**src/design/tem_ram.sv**
```systemverilog
// generic single write port ram with registered read
`default_nettype none

module tem_ram
#(
    parameter int WIDTH = 32,
    parameter int DEPTH = 64,
    parameter int AW    = (DEPTH > 1) ? $clog2(DEPTH) : 1
)
(
    input  wire logic             clk,
    input  wire logic             we,
    input  wire logic [AW-1:0]    waddr,
    input  wire logic [WIDTH-1:0] wdata,
    input  wire logic             re,
    input  wire logic [AW-1:0]    raddr,
    output logic [WIDTH-1:0]      rdata
);

    logic [WIDTH-1:0] mem_reg [DEPTH];

    // write port
    always_ff @(posedge clk)
    begin
        if (we)
        begin
            mem_reg[waddr] <= wdata;
        end
    end

    // registered read port, holds between reads
    always_ff @(posedge clk)
    begin
        if (re)
        begin
            rdata <= mem_reg[raddr];
        end
    end

endmodule

`default_nettype wire

```
**config.mk**
```make
export PLATFORM = sky130hd
export DESIGN_NAME = tem_ram
export DESIGN_NICKNAME = d
export VERILOG_FILES = /design/src/design/tem_ram.sv
export SDC_FILE = /design/constraint.sdc
export NUM_CORES = 2
export LEC_CHECK = 0
export ABC_AREA = 1
export BUFFER_PORTS_ARGS = -buffer_cell sky130_fd_sc_hd__buf_2
export CAP_MARGIN = 10
export CELL_PAD_IN_SITES_DETAIL_PLACEMENT = 1
export CELL_PAD_IN_SITES_GLOBAL_PLACEMENT = 2
export CORE_UTILIZATION = 35
export CTS_BUF_LIST = sky130_fd_sc_hd__clkbuf_4 sky130_fd_sc_hd__clkbuf_8
export DETAILED_ROUTE_END_ITERATION = 8
export PLACE_DENSITY_LB_ADDON = 0.1
export SLEW_MARGIN = 0
export SYNTH_ARGS = -nofsm -noshare
export SYNTH_HDL_FRONTEND = slang
export SYNTH_SLANG_ARGS = --single-unit
```
**constraint.sdc**
```tcl
create_clock -name clk -period 13.7 [get_ports clk]
set_input_delay 0.685 -clock clk [delete_from_list [all_inputs] [get_ports clk]]
set_output_delay 0.685 -clock clk [all_outputs]
set_load 0.02 [all_outputs]
```
==> impl_metrics.ini <==
[synthesis]
ys_seq_area_share_pct = 75.20
synth_area_per_cell_um2 = 12.27
ys_types = 15
ys_warn_count = 0
yosys_register_bits = 2080
synth.cell_area_um2 = 83060
synth_fp_nets = 6816
netlist_instances = 6769

[routing]
drt_iter0_drc = 4485
dr_total_vias = 55209
ant_nets = 0
avgViaCountPerCell = 5.321
detail_route.wl_per_cell_um = 29.11
first_pass_iters = 5
drc = 0
wirelength_um = 302100

[setup_path]
worst-path-buf-inv = 5
end_kind = flip-flop
r2r_setup_slack_ns = 11.44
start_kind = primary input
path_class = primary input to flip-flop
crit_slowest_cell = buf_4
path_max_fanout = 144
slowest_delay_ns = 0.72
worst_path_dominant_cell_family = buffers and inverters
cp.arrival_ns = 5.06
crit_chain = buf_8 -> buf_12 -> buf_12 -> buf_4 -> buf_4 -> nand2_1 -> nand3_1 -> nand3_1 -> nand3_1 -> nand3_1 -> nand2_1 -> nand2_1 -> nand2_1
required_ns = 14.62

[layout]
drive_gt1_share_pct = 12.19
postLayoutCellArea_um2 = 94110
largest_reg_flops = 2048
fin_cells = 10376
multiInputGateArea_um2 = 18770
final_nets = 6996
fill_cells = 24979
seq_area_um2 = 62460
syn_to_final_growth_pct = 13.31

[clocking]
cts_setup_buffers = 0
cts_sinks = 2080
clk_latency_ns = 1.08
htreeDepth = 5
numCtsBuffers = 386
root_buffer = clkbuf_8
path_clk_slew_ns = 0.06
cts_tree = built
hold_buffers = 0
cts_buffer_depth = 4
cts-resized-gates = 0

[timing]
fin_crit_sh_pct = 30.22
maxSlewHeadroom_pct = 29.49
hold_viol = 0
layout_setup_ws_ns = 9.560
whs_ns = 0.1997
clock_skew_ns = 0.06466
rsz0062_at_grt = no
finalSetupViolations = 0
fin_tns_setup_ns = 0
worst_pin_slew_ns = 1.054
fin_crit_ns = 4.140
slew_viol_final = 0
fmax_ghz = 0.2416

[die]
die_height_um = 489.1
rows = 178
die_w_um = 489.1
design.core.area_um2 = 235600
start_util_pct = 35.25
dieArea_um2 = 239300
ioPinCount = 79

[pwr]
switching_share_pct = 24.47
seqPwrFrac_pct = 52.2
p_comb_share_pct = 6.5
cellPowerDensity_nw_per_um2 = 144.6
internal_power_w = 0.01028
p_switching_w = 0.003331
power_frac_clock_pct = 41.4
vdd_drop_max_mv = 0.09220
p_leak_nw = 32.86

[placed_design]
dp_slack_ns = 8.591
port_buffers = 78
post-dp-hpwl_um = 152500
gp_congestion = 0.7696
place_area_um2 = 87100
place_inst = 9711

[global_routing]
grt_usage_pct = 25.15
grt_max_degree = 168
overflow = 0
grt_pass1_wl_um = 426500
grt_pass1_vias = 56694
antenna_found_initial = 29

[min_path]
hold_class = primary input to flip-flop

[outcome]
status = finished, final reports clean

[flow_run]
maxCapViolations = 0
-- power by group through the flow --
| stage | clock (W) | combinational [W] | sequential, W |
|---|---|---|---|
| 3_3_place_gp | 0 | 0.000890 | 0.00723 |
| 6_report | 0.00563 | 0.000879 | 0.00710 |
| 2_1_floorplan | 0 | 0.000433 | 0.00722 |
| 5_1_grt | 0.00602 | 0.000951 | 0.00710 |
| 3_5_place_dp | 0 | 0.000896 | 0.00723 |
| 4_1_cts | 0.00577 | 0.000898 | 0.00710 |
-- routing by layer --
layer	up-vias	global-route usage, %	wire (um)
met5	-	0	13
met4	2	8.046	8964
met3	467	2.944	12300
met2	1256	42.85	148600
met1	28920	33.36	132200
li1	24564	-	-
-- worst paths after layout --
path                            depth (start not counted)       startpoint              to
worst min-delay path                                    1         wdata[5]  mem_reg[44][5]
worst max register to register                          8  mem_reg[62][28]       rdata[28]
worst max-delay path                                   13         raddr[0]        rdata[3]
worst min register to register                          8  mem_reg[10][22]       rdata[22]
-- synthesized netlist by cell type --
cell type / instances / share of area (%)
nand2_1: 2248 / 10
edfxtp_1: 2080 / 75
nand3_1: 1907 / 11
buf_2: 282 / 1.7
clkbuf_1: 77 / 0.35
nor2_1: 56 / 0.25
buf_4: 45 / 0.41
buf_1: 40 / 0.18
inv_1: 9 / 0.041
nand4_1: 9 / 0.068
nor4_1: 8 / 0.060
buf_6: 3 / 0.041
buf_8: 2 / 0.036
inv_2: 2 / 0.0090
inv_4: 1 / 0.0075
-- stage by stage --
stage	total power, W	util, %
finish	0.01361	39.94
detailed placement	0.008129	36.96
global placement	0.008122	36.96
floorplan	0.007649	-
global route	0.01407	39.93
CTS	0.01377	39.91
-- final cells by class --
type	count	share of cell area (%)
Sequential cell	2080	66.37
Multi-Input combinational cell	4228	19.94
Clock buffer	537	6.889
Tap cell	3150	4.188
Timing Repair Buffer	241	1.961
Clock inverter	103	0.4932
Inverter	12	0.09041
Antenna cell	25	0.06647
-- cells by family (layout without fill, tap and decap cells) --
group,Yosys count,count (layout),share of synthesized area (%)
flops,2080,2080,75.20
buf+inv,461,893,2.769
other cells,0,25,0
simple gates,4228,4228,22.03
-- cell usage in the layout (no fill, tap or decap), types with 9 or more instances in the layout --
master / count
buf_12: 15
nand2_1: 2248
diode_2: 25
clkbuf_8: 393
clkinv_2: 26
nor2_4: 56
edfxtp_1: 2080
clkbuf_4: 145
nand4_1: 9
clkinv_1: 72
buf_2: 72
nand3_1: 1907
buf_4: 150
No activity file was read; power rests on OpenSTA's default activity.
