### src/design/tem_pkg.sv
// shared types and constants of the tree ensemble predictor
`default_nettype none

package tem_pkg;

    // input word field widths
    localparam int OP_W      = 2;
    localparam int TSLOT_W   = 3;
    localparam int NSLOT_W   = 8;
    localparam int SPLIT_W   = 7;
    localparam int CHILD_W   = 8;
    localparam int NUM_W     = 32;
    localparam int FSLOT_W   = 6;
    localparam int TCOUNT_W  = 4;

    // sum of up to fifteen Q16.16 leaf values
    localparam int SUM_W     = NUM_W + TCOUNT_W;

    // operation codes
    localparam logic [OP_W-1:0] OP_NODE = 2'd0;
    localparam logic [OP_W-1:0] OP_FEAT = 2'd1;
    localparam logic [OP_W-1:0] OP_EVAL = 2'd2;

    // one stored tree node
    typedef struct packed {
        logic signed [SPLIT_W-1:0] split;
        logic [CHILD_W-1:0]        left;
        logic [CHILD_W-1:0]        right;
        logic signed [NUM_W-1:0]   value;
    } node_t;

endpackage

`default_nettype wire

### src/design/tem_div.sv
// bit-serial signed divider, one quotient bit per cycle
`default_nettype none

module tem_div
(
    input  wire logic                           clk,
    input  wire logic                           rst_n,
    input  wire logic                           start,
    input  wire logic signed [tem_pkg::SUM_W-1:0]   dividend,
    input  wire logic [tem_pkg::TCOUNT_W-1:0]       divisor,
    output logic                                done,
    output logic signed [tem_pkg::NUM_W-1:0]        quotient
);
    import tem_pkg::*;

    localparam int CNT_W = $clog2(SUM_W + 1);

    logic               busy_reg, busy_next;
    logic               done_reg, done_next;
    logic [CNT_W-1:0]   cnt_reg, cnt_next;
    logic [SUM_W-1:0]   mag_reg, mag_next;
    logic [TCOUNT_W-1:0] rem_reg, rem_next;
    logic [TCOUNT_W-1:0] div_reg, div_next;
    logic               neg_reg, neg_next;
    logic [TCOUNT_W:0]  trial;
    logic [TCOUNT_W:0]  diff;

    // one restoring step on the magnitude
    always_comb
    begin
        busy_next = busy_reg;
        done_next = 1'b0;
        cnt_next  = cnt_reg;
        mag_next  = mag_reg;
        rem_next  = rem_reg;
        div_next  = div_reg;
        neg_next  = neg_reg;
        trial     = {rem_reg, mag_reg[SUM_W-1]};
        diff      = trial - {1'b0, div_reg};
        if (start)
        begin
            busy_next = 1'b1;
            cnt_next  = CNT_W'(SUM_W);
            mag_next  = dividend[SUM_W-1] ? SUM_W'(-dividend) : SUM_W'(dividend);
            neg_next  = dividend[SUM_W-1];
            rem_next  = '0;
            div_next  = divisor;
        end
        else if (busy_reg)
        begin
            if (trial >= {1'b0, div_reg})
            begin
                rem_next = diff[TCOUNT_W-1:0];
                mag_next = {mag_reg[SUM_W-2:0], 1'b1};
            end
            else
            begin
                rem_next = trial[TCOUNT_W-1:0];
                mag_next = {mag_reg[SUM_W-2:0], 1'b0};
            end
            cnt_next = cnt_reg - 1'b1;
            if (cnt_reg == CNT_W'(1))
            begin
                busy_next = 1'b0;
                done_next = 1'b1;
            end
        end
    end

    // control state
    always_ff @(posedge clk or negedge rst_n)
    begin
        if (!rst_n)
        begin
            busy_reg <= 1'b0;
            done_reg <= 1'b0;
            cnt_reg  <= '0;
        end
        else
        begin
            busy_reg <= busy_next;
            done_reg <= done_next;
            cnt_reg  <= cnt_next;
        end
    end

    // datapath
    always_ff @(posedge clk)
    begin
        mag_reg <= mag_next;
        rem_reg <= rem_next;
        div_reg <= div_next;
        neg_reg <= neg_next;
    end

    // truncated toward zero, sign restored
    assign done     = done_reg;
    assign quotient = neg_reg ? NUM_W'(-mag_reg[NUM_W-1:0]) : mag_reg[NUM_W-1:0];

endmodule

`default_nettype wire

### config.mk
export PLATFORM = sky130hd
export DESIGN_NAME = tem_div
export DESIGN_NICKNAME = d
export VERILOG_FILES = /design/src/design/tem_pkg.sv /design/src/design/tem_div.sv
export SDC_FILE = /design/constraint.sdc
export NUM_CORES = 1
export LEC_CHECK = 0
export BUFFER_PORTS_ARGS = -buffer_cell sky130_fd_sc_hd__buf_2
export CAP_MARGIN = 0
export CORE_MARGIN = 3
export CORE_UTILIZATION = 50
export CTS_CLUSTER_DIAMETER = 100
export DETAILED_ROUTE_END_ITERATION = 16
export PLACE_DENSITY = 0.85
export SYNTH_ARGS = -nofsm -noshare
export SYNTH_HDL_FRONTEND = slang
export SYNTH_SLANG_ARGS = --single-unit
### constraint.sdc
create_clock -name clk -period 3.2 [get_ports clk]
set_input_delay 0.32 -clock clk [delete_from_list [all_inputs] [get_ports clk]]
set_output_delay 0.32 -clock clk [all_outputs]
set_load 0.1 [all_outputs]
==> impl_metrics.xml, run 1 <==
<?xml version="1.0" encoding="UTF-8"?>
<metrics>
  <group name="timing">
    <metric name="final_hold_violations" unit="">0</metric>
    <metric name="grt_setup_unrepaired" unit="">true</metric>
    <metric name="slew-limit-headroom" unit="%">35.3</metric>
    <metric name="clock.fmax" unit="GHz">0.320</metric>
    <metric name="worst_clock_skew" unit="ns">0.0116</metric>
    <metric name="fin_tns_setup" unit="ns">0</metric>
    <metric name="drv_slew" unit="">0</metric>
    <metric name="final.min_clock_period" unit="ns">3.12</metric>
    <metric name="max_slew.worst_pin.slew" unit="ns">0.971</metric>
    <metric name="min_period_over_period" unit="%">97.6</metric>
    <metric name="setup-violations-final" unit="">0</metric>
  </group>
  <group name="clocking">
    <metric name="worst_setup_hold_path_clk_slew" unit="ns">0.09</metric>
    <metric name="ctsLongestPathBuffers" unit="">2</metric>
    <metric name="worstSkewPairLatency" unit="ns">0.30</metric>
    <metric name="clock_sinks" unit="">53</metric>
    <metric name="htree_levels" unit="">2</metric>
    <metric name="cts_setup_buffers" unit="">0</metric>
    <metric name="cts_made_buffers" unit="">5</metric>
    <metric name="cts_tree" unit="">built</metric>
    <metric name="clock_tree.root_cell" unit="">sky130_fd_sc_hd__clkbuf_8</metric>
  </group>
  <group name="die">
    <metric name="design.portCount" unit="">76</metric>
    <metric name="fp-row-count" unit="">30</metric>
    <metric name="initial_utilization" unit="%">53.3</metric>
    <metric name="floorplan.die_area" unit="mm²">0.00856</metric>
    <metric name="placeableCoreArea" unit="mm²">0.00702</metric>
    <metric name="die_y" unit="µm">92.5</metric>
    <metric name="chip_width" unit="µm">92.5</metric>
  </group>
  <group name="worst_hold_path">
    <metric name="worst_hold_path_type" unit="">input pin to flip-flop</metric>
    <metric name="min_to" unit="">div_reg[2]</metric>
    <metric name="holdPathStages" unit="">1</metric>
    <metric name="worst_hold_startpoint" unit="">divisor[2]</metric>
  </group>
  <group name="place">
    <metric name="dpl_hpwl" unit="µm">6690</metric>
    <metric name="numPortBuffers" unit="">75</metric>
    <metric name="finalWeightedCongestion" unit="">0.846</metric>
    <metric name="placedInstanceArea" unit="mm²">0.00422</metric>
  </group>
  <group name="power">
    <metric name="power.net_switching" unit="µW">1320</metric>
    <metric name="seq_power_share" unit="%">36.2</metric>
    <metric name="power.leakage" unit="µW">0.00164</metric>
    <metric name="totalPowerFinal" unit="µW">2710</metric>
    <metric name="power_report.internal_total" unit="µW">1390</metric>
    <metric name="ir_drop" unit="µV">441</metric>
    <metric name="netSwitchingFraction" unit="%">48.6</metric>
    <metric name="p_per_area" unit="mW/mm²">622</metric>
    <metric name="comb_power_share" unit="%">48.9</metric>
    <metric name="clock_power_share" unit="%">14.9</metric>
  </group>
  <group name="cells_and_area">
    <metric name="design_area" unit="mm²">0.00437</metric>
    <metric name="layout.cells.most_common_list" unit="">sky130_fd_sc_hd__buf_2 (63), sky130_fd_sc_hd__nor2_1 (47), sky130_fd_sc_hd__edfxtp_1 (41), sky130_fd_sc_hd__xnor2_1 (40), sky130_fd_sc_hd__a21oi_1 (36)</metric>
    <metric name="nNetsFinal" unit="">523</metric>
    <metric name="antenna_cells" unit="">0</metric>
    <metric name="area_delta_synth_final" unit="%">16.7</metric>
    <metric name="layout_commonest_cell" unit="">sky130_fd_sc_hd__buf_2</metric>
    <metric name="largest_reg_flops" unit="">36</metric>
    <metric name="layout_cell_share_with_drive_strength_beyond_1" unit="%">21.0</metric>
  </group>
  <group name="global_routing">
    <metric name="grt_first_pass_wirelength" unit="µm">14500</metric>
    <metric name="grt_antenna_before_repair" unit="">0</metric>
    <metric name="track_usage" unit="%">20.6</metric>
    <metric name="largest_net_degree_at_the_start_of_global_routing" unit="">37</metric>
    <metric name="globalRoute.totalOverflow" unit="">0</metric>
    <metric name="first_global_vias" unit="">3087</metric>
  </group>
  <group name="setup_path">
    <metric name="r2r_start" unit="">div_reg[1]</metric>
    <metric name="worst-r2r-setup-slack" unit="ns">1.27</metric>
    <metric name="path_class" unit="">flip-flop to output pin</metric>
    <metric name="rr_endpoint" unit="">rem_reg[1]</metric>
    <metric name="cp_data_arrival_time" unit="ns">2.80</metric>
    <metric name="cp-end-kind" unit="">output pin</metric>
    <metric name="ff2ff_path_depth" unit="">7</metric>
    <metric name="start_kind" unit="">flip-flop</metric>
    <metric name="cp_data_required_time" unit="ns">2.88</metric>
    <metric name="worstPathMaxFanout" unit="">5</metric>
  </group>
  <group name="synthesis">
    <metric name="area_leader_netlist" unit="">sky130_fd_sc_hd__edfxtp_1</metric>
    <metric name="synth_warnings" unit="">0</metric>
    <metric name="yosysSeqAreaShare" unit="%">40.4</metric>
    <metric name="synthesis.nets" unit="">453</metric>
    <metric name="synth_flop_cell" unit="">sky130_fd_sc_hd__edfxtp_1</metric>
    <metric name="register_bit_count_reported_by_yosys" unit="">53</metric>
    <metric name="async_reset_ff_share" unit="%">15.1</metric>
    <metric name="syn-mean-instance-area" unit="µm²">9.33</metric>
    <metric name="area_of_the_mapped_netlist" unit="mm²">0.00374</metric>
    <metric name="netlist-cell-type-count" unit="">49</metric>
    <metric name="number_of_enable_flip_flop_cells_after_synthesis" unit="">41</metric>
    <metric name="synth.area.top_cells" unit="">sky130_fd_sc_hd__edfxtp_1 (33%), sky130_fd_sc_hd__xnor2_1 (9.4%), sky130_fd_sc_hd__xor2_1 (6.6%)</metric>
    <metric name="postSynthCellCount" unit="">401</metric>
    <metric name="synth_top_cell_area_share" unit="%">32.9</metric>
  </group>
  <group name="detailed_routing">
    <metric name="num_vias" unit="">3303</metric>
    <metric name="drt.antenna.violating_nets" unit="">0</metric>
    <metric name="detail_route.wirelength" unit="µm">8890</metric>
    <metric name="routed_via_density" unit="">5.82</metric>
    <metric name="initialDrtViolationCount" unit="">241</metric>
    <metric name="detailedRoute.firstPassIterationCount" unit="">5</metric>
    <metric name="wl_per_cell" unit="µm">15.6</metric>
    <metric name="drcViolationCount" unit="">0</metric>
  </group>
  <group name="job">
    <metric name="cap_violations" unit="">0</metric>
  </group>
  <group name="run_status">
    <metric name="status" unit="">finished clean</metric>
  </group>
</metrics>
-- cells in the mapped netlist (8+ instances only) --
master,number
sky130_fd_sc_hd__nand2_1,18
sky130_fd_sc_hd__clkbuf_1,15
sky130_fd_sc_hd__nor2_1,47
sky130_fd_sc_hd__xnor2_1,40
sky130_fd_sc_hd__o41ai_1,16
sky130_fd_sc_hd__xor2_1,28
sky130_fd_sc_hd__ha_1,8
sky130_fd_sc_hd__or3_1,12
sky130_fd_sc_hd__nor3_1,9
sky130_fd_sc_hd__a21oi_1,36
sky130_fd_sc_hd__dfrtp_1,8
sky130_fd_sc_hd__o31ai_1,16
sky130_fd_sc_hd__inv_1,15
sky130_fd_sc_hd__edfxtp_1,41
sky130_fd_sc_hd__o21ai_0,19
sky130_fd_sc_hd__nor4_1,9
-- worst max path at each step --
stage | startpoint | endpoint | slack, ns | depth (start not counted)
floorplan | neg_reg | quotient[1] | 0.11 | 2
detailed placement | mag_reg[14] | quotient[30] | 0.35 | 6
CTS | mag_reg[14] | quotient[30] | 0.02 | 6
finish | mag_reg[4] | quotient[30] | 0.08 | 6
global route | mag_reg[4] | quotient[30] | -0.02 | 6
global placement | mag_reg[13] | quotient[30] | 0.40 | 6
-- logic make-up after synthesis --
logic type	count (synthesis)	synth area share (%)
adder cells (fa/ha/maj)	9	3.21
flip-flops	53	40.4
XOR/XNOR	68	15.9
AO/OA/AOI/OAI	100	17.0
multiplexers	4	1.14
AND/OR/NAND/NOR	134	18.9
buffers and inverters	33	3.41
-- what timing repair did --
action,in CTS,in global routing
hold endpoints to repair,8,0
hold buffers,1,0
endpoints found under the setup margin,0,11
resized for setup,0,12
-- per-layer routing --
metal	GRT usage (%)	wire length [µm]	vias to the layer above
met5	0	0	-
li1	-	-	1622
met4	5.20	99	0
met3	3.09	678	11
met1	28.1	3800	1532
met2	34.3	4310	138
-- through the flow --
stage	worst slack (ns)	hold WS [ns]	instances	util (%)
6_report	0.0761	0.200	568	62.2
3_3_place_gp	0.400	0.168	559	60.1
2_1_floorplan	0.113	0.0244	401	-
4_1_cts	0.0228	0.193	568	61.7
3_5_place_dp	0.353	0.170	559	60.1
5_1_grt	-0.0193	0.190	568	62.2
-- power by group through the flow --
stage	Sequential, µW	Clock [µW]	Combinational, µW
5_1_grt	998	438	1410
6_report	981	405	1330
3_5_place_dp	991	0	1310
4_1_cts	977	414	1320
2_1_floorplan	955	0	1110
3_3_place_gp	983	0	1290
-- critical path, cell delays in order (launching register included) --
cell and delay, ns:
sky130_fd_sc_hd__edfxtp_1 0.46, sky130_fd_sc_hd__or3_1 0.43, sky130_fd_sc_hd__nor3_1 0.41, sky130_fd_sc_hd__nand2_1 0.21, sky130_fd_sc_hd__o41ai_1 0.45, sky130_fd_sc_hd__xnor2_1 0.18, sky130_fd_sc_hd__clkbuf_4 0.36
-- layout make-up --
| cell class | instances | area, µm² |
|---|---|---|
| fill | 585 | 2650 |
| multi-input combinational | 315 | 2110 |
| sequential | 53 | 1510 |
| timing repair buffer | 81 | 465 |
| tap | 96 | 120 |
| clock buffer | 7 | 97.6 |
| inverter | 15 | 56.3 |
| clock inverter | 1 | 5.00 |
Note: power is estimated with default switching activity, not from simulation.
==> run 2, diff against run 1 <==
CTS_BUF_LIST = sky130_fd_sc_hd__clkbuf_8   (was unset)
==> impl_metrics.xml, run 2 (synthesis gave the netlist of run 1 again) <==
<?xml version="1.0" encoding="UTF-8"?>
<metrics>
  <group name="detailed_routing">
    <metric name="initialDrtViolationCount" unit="">244</metric>
    <metric name="detail_route.wirelength" unit="µm">8860</metric>
    <metric name="num_vias" unit="">3309</metric>
    <metric name="drt.antenna.violating_nets" unit="">0</metric>
    <metric name="detailedRoute.firstPassIterationCount" unit="">5</metric>
    <metric name="drcViolationCount" unit="">0</metric>
    <metric name="routed_via_density" unit="">5.83</metric>
    <metric name="wl_per_cell" unit="µm">15.6</metric>
  </group>
  <group name="clocking">
    <metric name="worstSkewPairLatency" unit="ns">0.30</metric>
    <metric name="cts_made_buffers" unit="">5</metric>
    <metric name="clock_tree.root_cell" unit="">sky130_fd_sc_hd__clkbuf_8</metric>
    <metric name="htree_levels" unit="">2</metric>
    <metric name="ctsLongestPathBuffers" unit="">2</metric>
    <metric name="clock_sinks" unit="">53</metric>
    <metric name="worst_setup_hold_path_clk_slew" unit="ns">0.09</metric>
    <metric name="cts_tree" unit="">built</metric>
  </group>
  <group name="timing">
    <metric name="drv_slew" unit="">0</metric>
    <metric name="setup-violations-final" unit="">0</metric>
    <metric name="final.min_clock_period" unit="ns">3.11</metric>
    <metric name="slew-limit-headroom" unit="%">34.2</metric>
    <metric name="clock.fmax" unit="GHz">0.322</metric>
    <metric name="fin_tns_setup" unit="ns">0</metric>
    <metric name="min_period_over_period" unit="%">97.2</metric>
    <metric name="setup_slack" unit="ns">0.0902</metric>
    <metric name="final_hold_violations" unit="">0</metric>
    <metric name="worst_clock_skew" unit="ns">0.00952</metric>
    <metric name="max_slew.worst_pin.slew" unit="ns">0.987</metric>
    <metric name="grt_setup_unrepaired" unit="">true</metric>
    <metric name="fin_worst_hold_slack" unit="ns">0.200</metric>
  </group>
  <group name="worst_hold_path">
    <metric name="worst_hold_path_type" unit="">input pin to flip-flop</metric>
  </group>
  <group name="place">
    <metric name="numPortBuffers" unit="">75</metric>
    <metric name="dpl_hpwl" unit="µm">6690</metric>
    <metric name="place_worst_setup_slack" unit="ns">0.353</metric>
    <metric name="finalWeightedCongestion" unit="">0.846</metric>
  </group>
  <group name="setup_path">
    <metric name="cp_data_arrival_time" unit="ns">2.79</metric>
    <metric name="worstPathMaxFanout" unit="">4</metric>
    <metric name="cp_data_required_time" unit="ns">2.88</metric>
    <metric name="cp-end-kind" unit="">output pin</metric>
    <metric name="start_kind" unit="">flip-flop</metric>
    <metric name="path_class" unit="">flip-flop to output pin</metric>
    <metric name="worst-r2r-setup-slack" unit="ns">1.27</metric>
  </group>
  <group name="die">
    <metric name="placeableCoreArea" unit="mm²">0.00702</metric>
    <metric name="design.portCount" unit="">76</metric>
    <metric name="initial_utilization" unit="%">53.3</metric>
    <metric name="die_y" unit="µm">92.5</metric>
    <metric name="floorplan.die_area" unit="mm²">0.00856</metric>
    <metric name="chip_width" unit="µm">92.5</metric>
    <metric name="fp-row-count" unit="">30</metric>
  </group>
  <group name="power">
    <metric name="power.leakage" unit="µW">0.00165</metric>
    <metric name="ir_drop" unit="µV">440</metric>
    <metric name="p_per_area" unit="mW/mm²">627</metric>
    <metric name="totalPowerFinal" unit="µW">2740</metric>
  </group>
  <group name="global_routing">
    <metric name="grt_antenna_before_repair" unit="">0</metric>
    <metric name="globalRoute.totalOverflow" unit="">0</metric>
    <metric name="grt_first_pass_wirelength" unit="µm">14500</metric>
    <metric name="largest_net_degree_at_the_start_of_global_routing" unit="">37</metric>
    <metric name="first_global_vias" unit="">3081</metric>
    <metric name="track_usage" unit="%">20.7</metric>
  </group>
  <group name="cells_and_area">
    <metric name="nNetsFinal" unit="">523</metric>
    <metric name="area_delta_synth_final" unit="%">16.8</metric>
    <metric name="layout.cells.most_common_list" unit="">sky130_fd_sc_hd__buf_2 (63), sky130_fd_sc_hd__nor2_1 (47), sky130_fd_sc_hd__edfxtp_1 (41), sky130_fd_sc_hd__xnor2_1 (40), sky130_fd_sc_hd__a21oi_1 (36)</metric>
    <metric name="layout_cell_share_with_drive_strength_beyond_1" unit="%">21.0</metric>
    <metric name="largest_reg_flops" unit="">36</metric>
    <metric name="antenna_cells" unit="">0</metric>
    <metric name="layout.core_utilization" unit="%">62.3</metric>
    <metric name="layout_commonest_cell" unit="">sky130_fd_sc_hd__buf_2</metric>
  </group>
  <group name="run_status">
    <metric name="status" unit="">finished clean</metric>
  </group>
  <group name="job">
    <metric name="cap_violations" unit="">0</metric>
  </group>
</metrics>
==> run 2: area by class of cell <==
class	count	area, µm²
Clock buffer	5	68.8
Clock inverter	3	38.8
Fill cell	585	2650
Inverter	15	56.3
Multi-Input combinational cell	315	2110
Sequential cell	53	1510
Tap cell	96	120
Timing Repair Buffer	81	465
==> run 2: worst paths after layout <==
path / startpoint / endpoint / cells past startpoint
worst min register to register: rem_reg[3] / rem_reg[3] / 1
min in group asynchronous: rst_n / busy_reg / 2
max in group asynchronous: rst_n / cnt_reg[5] / 2
worst max register to register: div_reg[1] / rem_reg[1] / 7
worst max-delay path: mag_reg[13] / quotient[30] / 6
worst min-delay path: divisor[2] / div_reg[2] / 1
==> run 2: repair_timing <==
item | 4_1_cts | 5_1_grt
gates resized for setup | 0 | 12
setup buffers | 0 | 0
hold buffers | 1 | 0
setup endpoints to repair | 0 | 11
hold endpoints to repair | 8 | 0
==> run 2: worst max-delay path, stage by stage (launching register included) <==
cell                       delay, ns
sky130_fd_sc_hd__edfxtp_1       0.45
sky130_fd_sc_hd__or4_1          0.55
sky130_fd_sc_hd__and4bb_2       0.38
sky130_fd_sc_hd__nand2_1        0.12
sky130_fd_sc_hd__o41ai_1        0.44
sky130_fd_sc_hd__xnor2_1        0.18
sky130_fd_sc_hd__clkbuf_4       0.36
==> run 2: per-stage QoR <==
stage | area (µm²) | std cells
after global routing | 4370 | 568
after floorplan | 3740 | 401
after global placement | 4220 | 559
after CTS | 4340 | 568
final | 4370 | 568
after detailed placement | 4220 | 559
==> run 2: report_power, final <==
part	leakage [µW]	internal [µW]	switching (µW)	total [µW]
logic	0.00105	330	997	1330
clock network	0.0000593	229	204	433
registers	0.000546	863	118	981
==> run 2: metal layers <==
layer	global-route usage, %	up-vias	wire length (µm)
li1	-	1612	-
met1	28.1	1547	3820
met2	34.4	137	4260
met3	3.33	13	661
met4	5.20	0	116
met5	0	-	0
